**config.mk**
```make
export PLATFORM = sky130hd
export DESIGN_NAME = morse_key_code_lock
export DESIGN_NICKNAME = d
export VERILOG_FILES = /design/src/sv/mkcl_pkg.sv /design/src/sv/morse_key_code_lock.sv
export SDC_FILE = /design/constraint.sdc
export NUM_CORES = 1
export LEC_CHECK = 0
export ABC_AREA = 1
export ABC_CLOCK_PERIOD_IN_PS = 8450
export BUFFER_PORTS_ARGS = -buffer_cell sky130_fd_sc_hd__buf_2
export CAP_MARGIN = 5
export CORE_ASPECT_RATIO = 1.4
export CORE_UTILIZATION = 59
export CTS_BUF_LIST = sky130_fd_sc_hd__clkbuf_8
export DETAILED_ROUTE_END_ITERATION = 12
export PLACE_DENSITY = 0.76
export SLEW_MARGIN = 5
export SYNTH_ARGS = -nofsm -noshare
export SYNTH_HDL_FRONTEND = slang
export SYNTH_SLANG_ARGS = --single-unit
```
**constraint.sdc**
```tcl
create_clock -name i_clk -period 8.45 [get_ports i_clk]
set_input_delay 1.2675 -clock i_clk [delete_from_list [all_inputs] [get_ports i_clk]]
set_output_delay 1.2675 -clock i_clk [all_outputs]
set_load 0.02 [all_outputs]
```
**src/sv/mkcl_pkg.sv**
```systemverilog
`timescale 1ns / 1ps
// ----------------------------------------------------------------------------
// mkcl_pkg
// Types and constants shared by the Morse key code lock.
// ----------------------------------------------------------------------------
package mkcl_pkg;

    localparam int unsigned MAX_CODE_DEF = 16;
    localparam int unsigned WIN_W        = 16;
    localparam int unsigned LEN_W        = 5;
    localparam int unsigned TICK_W       = 16;
    localparam int unsigned NOISE_W      = 8;
    localparam int unsigned CFG_IDX_W    = 3;
    localparam int unsigned CFG_DATA_W   = 16;
    localparam int unsigned IN_TDATA_W   = 8;
    localparam int unsigned OUT_TDATA_W  = 24;

    localparam logic [CFG_IDX_W-1:0] REG_OPEN_PATTERN    = 3'd0;
    localparam logic [CFG_IDX_W-1:0] REG_ADMIN_PATTERN   = 3'd1;
    localparam logic [CFG_IDX_W-1:0] REG_CODE_LENGTH     = 3'd2;
    localparam logic [CFG_IDX_W-1:0] REG_DASH_TICKS      = 3'd3;
    localparam logic [CFG_IDX_W-1:0] REG_NOISE_TICKS     = 3'd4;
    localparam logic [CFG_IDX_W-1:0] REG_DOT_BEEP_TICKS  = 3'd5;
    localparam logic [CFG_IDX_W-1:0] REG_DASH_BEEP_TICKS = 3'd6;

    localparam logic [WIN_W-1:0]   RST_OPEN_PATTERN    = 16'd2854;
    localparam logic [WIN_W-1:0]   RST_ADMIN_PATTERN   = 16'd29913;
    localparam logic [LEN_W-1:0]   RST_CODE_LENGTH     = 5'd15;
    localparam logic [TICK_W-1:0]  RST_DASH_TICKS      = 16'd300;
    localparam logic [NOISE_W-1:0] RST_NOISE_TICKS     = 8'd10;
    localparam logic [TICK_W-1:0]  RST_DOT_BEEP_TICKS  = 16'd100;
    localparam logic [TICK_W-1:0]  RST_DASH_BEEP_TICKS = 16'd300;

    typedef enum logic [1:0] {
        MATCH_NONE  = 2'd0,
        MATCH_OPEN  = 2'd1,
        MATCH_ADMIN = 2'd2
    } t_match;

    typedef enum logic [2:0] {
        PH_IDLE    = 3'd0,
        PH_NOISE   = 3'd1,
        PH_TIME    = 3'd2,
        PH_BEEP    = 3'd3,
        PH_RELEASE = 3'd4
    } t_phase;

endpackage

```
**src/sv/morse_key_code_lock.sv**
```systemverilog
`timescale 1ns / 1ps
// ----------------------------------------------------------------------------
// morse_key_code_lock
// Times key presses into dots and dashes and matches them against two codes.
// ----------------------------------------------------------------------------
// Channel   Direction  Width  Contents
// s_axis    in         8      key_down in bit 0, one transfer per ms tick
// m_axis    out        24     beep, symbol flags, match code, symbol window
// cfg       in         16     write enable, register index, write data
//
// One tick is taken per clock cycle while s_axis_tready is high; its result
// appears in the output register on the next cycle, set by the single state
// update per tick. Reset is synchronous and returns the configuration and state
// registers to their reset values; s_axis_tready is low while reset is held.
// A result not yet taken holds s_axis_tready low only if m_axis_tready is low.
// ----------------------------------------------------------------------------
module morse_key_code_lock #(
    parameter int unsigned MAX_CODE = mkcl_pkg::MAX_CODE_DEF
) (
    input  logic                               i_clk,
    input  logic                               i_rst_n,
    input  logic                               s_axis_tvalid,
    output logic                               s_axis_tready,
    // [0] key_down, [7:1] zero
    input  logic [mkcl_pkg::IN_TDATA_W-1:0]    s_axis_tdata,
    output logic                               m_axis_tvalid,
    input  logic                               m_axis_tready,
    // [0] beep_on, [1] symbol_valid, [2] symbol_is_dash, [4:3] match_code,
    // [20:5] window_bits, [23:21] zero
    output logic [mkcl_pkg::OUT_TDATA_W-1:0]   m_axis_tdata,
    input  logic                               i_cfg_we,
    input  logic [mkcl_pkg::CFG_IDX_W-1:0]     i_cfg_index,
    input  logic [mkcl_pkg::CFG_DATA_W-1:0]    i_cfg_data
);

    localparam int unsigned WIN_W  = mkcl_pkg::WIN_W;
    localparam int unsigned LEN_W  = mkcl_pkg::LEN_W;
    localparam int unsigned TICK_W = mkcl_pkg::TICK_W;
    localparam int unsigned LEN_CAP_I = (MAX_CODE < WIN_W) ? MAX_CODE : WIN_W;
    localparam logic [LEN_W-1:0] LEN_CAP = LEN_W'(LEN_CAP_I);

    logic [WIN_W-1:0]            r_open_pattern, r_admin_pattern;
    logic [LEN_W-1:0]            r_code_length;
    logic [TICK_W-1:0]           r_dash_ticks, r_dot_beep_ticks, r_dash_beep_ticks;
    logic [mkcl_pkg::NOISE_W-1:0] r_noise_ticks;

    mkcl_pkg::t_phase            r_phase, n_phase;
    logic [TICK_W-1:0]           r_tick_count, n_tick_count;
    logic [WIN_W-1:0]            r_window, n_window;
    logic [LEN_W-1:0]            r_filled, n_filled;
    logic                        r_after_dash, n_after_dash;

    logic                        r_out_valid;
    logic                        r_beep, r_sym_valid, r_sym_dash;
    mkcl_pkg::t_match            r_match, n_match;

    logic                        key, accept;
    logic                        sym_valid, sym_dash, beep;
    logic [TICK_W-1:0]           held_inc, beep_len;
    logic [LEN_W-1:0]            eff_len;
    logic [WIN_W-1:0]            len_mask;

    assign key    = s_axis_tdata[0];
    assign accept = s_axis_tvalid & s_axis_tready;
    assign s_axis_tready = i_rst_n & (~r_out_valid | m_axis_tready);

    always_ff @(posedge i_clk) begin
        if (!i_rst_n) begin
            r_open_pattern    <= mkcl_pkg::RST_OPEN_PATTERN;
            r_admin_pattern   <= mkcl_pkg::RST_ADMIN_PATTERN;
            r_code_length     <= mkcl_pkg::RST_CODE_LENGTH;
            r_dash_ticks      <= mkcl_pkg::RST_DASH_TICKS;
            r_noise_ticks     <= mkcl_pkg::RST_NOISE_TICKS;
            r_dot_beep_ticks  <= mkcl_pkg::RST_DOT_BEEP_TICKS;
            r_dash_beep_ticks <= mkcl_pkg::RST_DASH_BEEP_TICKS;
        end else if (i_cfg_we) begin
            unique case (i_cfg_index)
                mkcl_pkg::REG_OPEN_PATTERN:    r_open_pattern    <= i_cfg_data;
                mkcl_pkg::REG_ADMIN_PATTERN:   r_admin_pattern   <= i_cfg_data;
                mkcl_pkg::REG_CODE_LENGTH:     r_code_length     <= i_cfg_data[LEN_W-1:0];
                mkcl_pkg::REG_DASH_TICKS:      r_dash_ticks      <= i_cfg_data;
                mkcl_pkg::REG_NOISE_TICKS:
                    r_noise_ticks <= i_cfg_data[mkcl_pkg::NOISE_W-1:0];
                mkcl_pkg::REG_DOT_BEEP_TICKS:  r_dot_beep_ticks  <= i_cfg_data;
                mkcl_pkg::REG_DASH_BEEP_TICKS: r_dash_beep_ticks <= i_cfg_data;
                default: ;
            endcase
        end
    end

    always_comb begin
        if (r_code_length == '0) begin
            eff_len = LEN_W'(1);
        end else if (r_code_length > LEN_CAP) begin
            eff_len = LEN_CAP;
        end else begin
            eff_len = r_code_length;
        end
    end

    assign len_mask = WIN_W'((17'd1 << eff_len) - 17'd1);
    assign held_inc = (r_tick_count == '1) ? r_tick_count : r_tick_count + TICK_W'(1);

    // Symbol detection and buzzer level for the current tick.
    always_comb begin
        sym_valid = 1'b0;
        sym_dash  = 1'b0;
        beep      = 1'b0;
        unique case (r_phase)
            mkcl_pkg::PH_TIME: begin
                if (key) begin
                    if (held_inc > r_dash_ticks) begin
                        sym_valid = 1'b1;
                        sym_dash  = 1'b1;
                    end
                end else begin
                    sym_valid = 1'b1;
                end
            end
            mkcl_pkg::PH_BEEP: beep = 1'b1;
            default: ;
        endcase
        beep_len = sym_dash ? r_dash_beep_ticks : r_dot_beep_ticks;
        if (sym_valid) begin
            beep = (beep_len != '0);
        end
    end

    always_comb begin
        n_phase      = r_phase;
        n_tick_count = r_tick_count;
        n_window     = r_window;
        n_filled     = r_filled;
        n_after_dash = r_after_dash;
        n_match      = mkcl_pkg::MATCH_NONE;
        unique case (r_phase) inside
            mkcl_pkg::PH_IDLE: begin
                if (key) begin
                    if (r_noise_ticks == '0) begin
                        n_phase      = mkcl_pkg::PH_TIME;
                        n_tick_count = '0;
                    end else begin
                        n_phase      = mkcl_pkg::PH_NOISE;
                        n_tick_count = TICK_W'(r_noise_ticks);
                    end
                end
            end
            mkcl_pkg::PH_NOISE, mkcl_pkg::PH_BEEP: begin
                if (r_tick_count > TICK_W'(1)) begin
                    n_tick_count = r_tick_count - TICK_W'(1);
                end else begin
                    n_tick_count = '0;
                    if (r_phase == mkcl_pkg::PH_NOISE) begin
                        n_phase = mkcl_pkg::PH_TIME;
                    end else begin
                        n_phase = r_after_dash ? mkcl_pkg::PH_RELEASE : mkcl_pkg::PH_IDLE;
                    end
                end
            end
            mkcl_pkg::PH_TIME: begin
                if (key) begin
                    n_tick_count = held_inc;
                end
            end
            mkcl_pkg::PH_RELEASE: begin
                if (!key) begin
                    n_phase      = mkcl_pkg::PH_IDLE;
                    n_tick_count = '0;
                end
            end
            default: begin
                n_phase      = mkcl_pkg::PH_IDLE;
                n_tick_count = '0;
            end
        endcase

        if (sym_valid) begin
            n_window = {r_window[WIN_W-2:0], sym_dash} & len_mask;
            if (r_filled < eff_len) begin
                n_filled = r_filled + LEN_W'(1);
            end
            if (n_filled >= eff_len) begin
                if (n_window == (r_open_pattern & len_mask)) begin
                    n_match = mkcl_pkg::MATCH_OPEN;
                end else if (n_window == (r_admin_pattern & len_mask)) begin
                    n_match = mkcl_pkg::MATCH_ADMIN;
                end
            end
            n_after_dash = sym_dash;
            if (beep_len > TICK_W'(1)) begin
                n_tick_count = beep_len - TICK_W'(1);
                n_phase      = mkcl_pkg::PH_BEEP;
            end else begin
                n_tick_count = '0;
                n_phase      = sym_dash ? mkcl_pkg::PH_RELEASE : mkcl_pkg::PH_IDLE;
            end
        end
    end

    always_ff @(posedge i_clk) begin
        if (!i_rst_n) begin
            r_phase      <= mkcl_pkg::PH_IDLE;
            r_tick_count <= '0;
            r_window     <= '0;
            r_filled     <= '0;
            r_after_dash <= 1'b0;
            r_out_valid  <= 1'b0;
        end else begin
            if (accept) begin
                r_phase      <= n_phase;
                r_tick_count <= n_tick_count;
                r_window     <= n_window;
                r_filled     <= n_filled;
                r_after_dash <= n_after_dash;
                r_out_valid  <= 1'b1;
            end else if (m_axis_tready) begin
                r_out_valid  <= 1'b0;
            end
        end
    end

    always_ff @(posedge i_clk) begin
        if (accept) begin
            r_beep      <= beep;
            r_sym_valid <= sym_valid;
            r_sym_dash  <= sym_dash;
            r_match     <= n_match;
        end
    end

    assign m_axis_tvalid = r_out_valid;
    assign m_axis_tdata  = {3'b000, r_window, r_match, r_sym_dash, r_sym_valid, r_beep};

    a_fill_bounded: assert property (@(posedge i_clk) disable iff (!i_rst_n)
        r_filled <= LEN_W'(WIN_W))
        else $error("symbol fill count beyond window width");

    a_beep_count_live: assert property (@(posedge i_clk) disable iff (!i_rst_n)
        r_phase == mkcl_pkg::PH_BEEP |-> r_tick_count != '0)
        else $error("beep phase with an empty tick count");

    a_quiet_result: assert property (@(posedge i_clk) disable iff (!i_rst_n)
        r_out_valid && !r_sym_valid |-> !r_sym_dash && r_match == mkcl_pkg::MATCH_NONE)
        else $error("dash or match flagged without a symbol");

    a_symbol_ends_press: assert property (@(posedge i_clk) disable iff (!i_rst_n)
        accept && sym_valid |=> r_phase != mkcl_pkg::PH_TIME && r_phase != mkcl_pkg::PH_NOISE)
        else $error("press timing continued after a symbol");

endmodule

```
==> flow_summary.ini <==
[drt]
avgViaCountPerCell = 5.60
postRouteWirelength_um = 23800
ant_nets = 0
dr.pass1.iters = 5
wl_per_cell_um = 15.7
vias = 8486
drc = 0
drt_iter0_markers = 519

[setup_path]
critPathTopFamily = simple AND/OR/NAND/NOR gates
path_cells = inv_1, nor3_1, nand3_1, nor3_1, nand3_1, o21ai_0, nand3_1, ha_1, nand2_1, nor3_2, nand3_2, nand3_2, nand2_1, nand2_1, ha_1, nand2_1, nor2_2, nand2_1, o21ai_0, nand2_1
r2r_cells = 20
slowest_delay_ns = 0.69
arrival_ns = 6.15
worstReg2RegEnd = r_beep$_DFFE_PP_
path_buf_inv = 1
reg2reg_from = r_tick_count[0]$_SDFFE_PN0P_
end_kind = flop
r2r_setup_slack_ns = 2.47
cp-start-kind = flop
crit_top_cell = nand2_1
required_ns = 8.62
path_max_fanout = 29
slowest_stage = nand3_2
worstSetupPathType = flop to flop

[timing]
min_period_ns = 5.98
period_share = 0.707
rsz0062_at_grt = false
setup_slack_ns = 2.47
setup_tns_ns = 0
slew_violations = 0
fin_skew_ns = 0.0162
hold_viol_final = 0
max_slew_margin = 0.451
finalSetupViolations = 0
tightest_slew_ns = 0.824
fmaxAchievable_ghz = 0.167

[finish]
fillCellCount = 1386
final_nets = 1378
areaGrowthSynthToFinish_pct = 6.58
final_util = 0.641
seq_area_mm2 = 0.00285
n_antenna_cell = 0
multi_input_area_mm2 = 0.00496
drive_gt1_frac = 0.0958

[logic_synthesis]
yosysWarnings = 0
netlist_instances = 1295
synth_flop_cell = dfxtp_1
async_flop_share = 0
netlist_area_mm2 = 0.00869
yosysUniqueCellTypes = 46
ys_seq_area_frac = 0.328
ys_seq_elements = 140
avgSynthCellArea_um2 = 6.71
synth_edf_count = 5

[global_route]
grt_pass1_vias = 7959
antenna_found_initial = 0
grt_usage = 0.319
grt_start_max_net_pins = 72
grt_overflow = 0
grt_pass1_wl_um = 38700

[pwr]
p_leak_uw = 0.00428
power_uw = 1480
vdd_drop_max_uv = 106
power_density_mw_per_mm2 = 159

[floorplanning]
num_rows = 52
coreArea_mm2 = 0.0144
die_w_um = 105
num_io_pins = 58
die-area_mm2 = 0.0152
start_util = 0.602
dieHeight_um = 146

[min_path]
whs_path_depth = 2
hp-class = flop to flop
hold_path_end = r_dot_beep_ticks[0]$_SDFFE_PN0P_
min-delay-start = r_dot_beep_ticks[0]$_SDFFE_PN0P_

[placed_design]
pre_cts_slack_ns = 2.61
place_congestion = 0.973
numPortBuffers = 47
dp_hpwl_um = 17700

[clock_network]
clock_path_buffers = 2
clkTransAtPathRegs_ns = 0.09
ctsHoldBuffers = 0
cts_buffers = 17
htreeDepth = 4
post_cts_buffers = 0
cts_resized = 0
cts.sinks = 140
root_buffer = clkbuf_8
clk_latency_ns = 0.46
cts_tree = done

[outcome]
status = complete, no violations

[flow_run]
drv_cap = 0
-- logic make-up (layout without fill, tap and decap cells) --
logic type	count (synthesis)	count (layout)	synth area share
DFF	140	140	0.328
adders and majority gates	32	32	0.0461
and+or+nand+nor	581	581	0.297
buffers and inverters	213	242	0.102
other	2	4	0.000864
xor gates and xnor gates	56	56	0.0564
AOI/OAI and AO/OA	271	271	0.169
-- worst max path at each step --
stage | end | from | depth (start not counted) | slack [ns]
after detailed placement | r_tick_count[4]$_SDFFE_PN0P_ | r_tick_count[0]$_SDFFE_PN0P_ | 24 | 2.61
after CTS | r_tick_count[4]$_SDFFE_PN0P_ | r_tick_count[0]$_SDFFE_PN0P_ | 24 | 2.54
after global placement | r_tick_count[4]$_SDFFE_PN0P_ | r_tick_count[0]$_SDFFE_PN0P_ | 24 | 2.67
final | r_beep$_DFFE_PP_ | r_tick_count[0]$_SDFFE_PN0P_ | 20 | 2.47
after floorplan | r_tick_count[6]$_SDFFE_PN0P_ | r_tick_count[0]$_SDFFE_PN0P_ | 26 | 4.42
after global routing | r_tick_count[4]$_SDFFE_PN0P_ | r_tick_count[0]$_SDFFE_PN0P_ | 24 | 1.93
-- Yosys cell counts (all sizes together) (2+ instances only) --
master   instances  share of area
nand2          258           0.12
nor2           174          0.081
inv            156          0.068
dfxtp          135           0.31
a21oi          116          0.069
o21ai          116          0.067
nand3           62          0.039
xor2            45          0.045
nand4           42          0.030
nor3            36          0.024
clkbuf          34          0.015
ha              32          0.046
buf             21          0.019
o211ai          19          0.016
xnor2           11          0.011
a211oi           6         0.0052
edfxtp           5          0.017
or2              4         0.0029
a31oi            3         0.0022
nand3b           3         0.0026
o21bai           3         0.0026
clkinv           2        0.00086
conb             2        0.00086
nor4             2         0.0014
o2111ai          2         0.0020
o22ai            2         0.0014
o31ai            2         0.0017
-- power breakdown --
part	internal, µW	total, µW	switching (µW)
registers	689	711	22.4
clock network	210	483	273
logic	86.7	283	196
total	985	1480	492
-- flip-flops by register name, indices dropped and copies added, names as in the netlist, 2 cells and up --
| signal | count |
|---|---|
| r_code_length | 5 |
| r_open_pattern | 16 |
| r_dot_beep_ticks | 16 |
| r_noise_ticks | 8 |
| r_match | 2 |
| r_dash_beep_ticks | 16 |
| r_window | 16 |
| r_filled | 5 |
| r_phase | 3 |
| r_admin_pattern | 16 |
| r_dash_ticks | 16 |
| r_tick_count | 16 |
-- layer usage --
layer / share of wire / track usage / up-vias
li1: - / - / 4285
met1: 0.40 / 0.360 / 3847
met3: 0.047 / 0.0479 / 85
met2: 0.50 / 0.558 / 269
met5: 0 / 0 / -
met4: 0.053 / 0.206 / 0
-- stage by stage --
step / cells / hold slack (ns) / cell area, µm²
after floorplan: 1297 / 0.430 / 8700
after global placement: 1484 / 0.440 / 8920
after detailed placement: 1484 / 0.446 / 8920
after CTS: 1515 / 0.457 / 9260
after global routing: 1515 / 0.469 / 9260
final: 1515 / 0.454 / 9260
-- area by class of cell --
cell class | count | share of cell area
flip-flops and latches | 140 | 0.308
multi-input cells | 944 | 0.535
clock buffers | 18 | 0.0267
clock inverters | 13 | 0.00999
well taps | 189 | 0.0255
inverters | 158 | 0.0643
repair buffers | 53 | 0.0303
-- worst min-delay path: cells and delay by family (launching register included) --
kind | cells | cell delay [ns]
flops | 1 | 0.30
buf+inv | 1 | 0.06
compound gates | 1 | 0.05
-- cell usage in the layout, fill, tap and decap left out, types with 3 or more instances in the layout --
cell        instances
nor3_1             32
inv_1             153
inv_6               4
nor2_1            164
nand3_1            56
nand3b_1            3
o21bai_1            3
edfxtp_1            5
nor3_2              3
xor2_1             45
buf_2              47
o211ai_1           19
clkinvlp_4          5
conb_1              4
nand3_2             6
buf_4               6
or2_2               4
nand4_1            42
a21oi_1           111
a211oi_1            6
nand2_1           248
ha_1               32
clkbuf_8           18
a31oi_1             3
nand2_2             7
dfxtp_1           135
xnor2_1            11
nand2_4             3
o21ai_0           113
nor2_2              7
inv_2               3
a21oi_2             5
(Power assumes the default switching activity.)
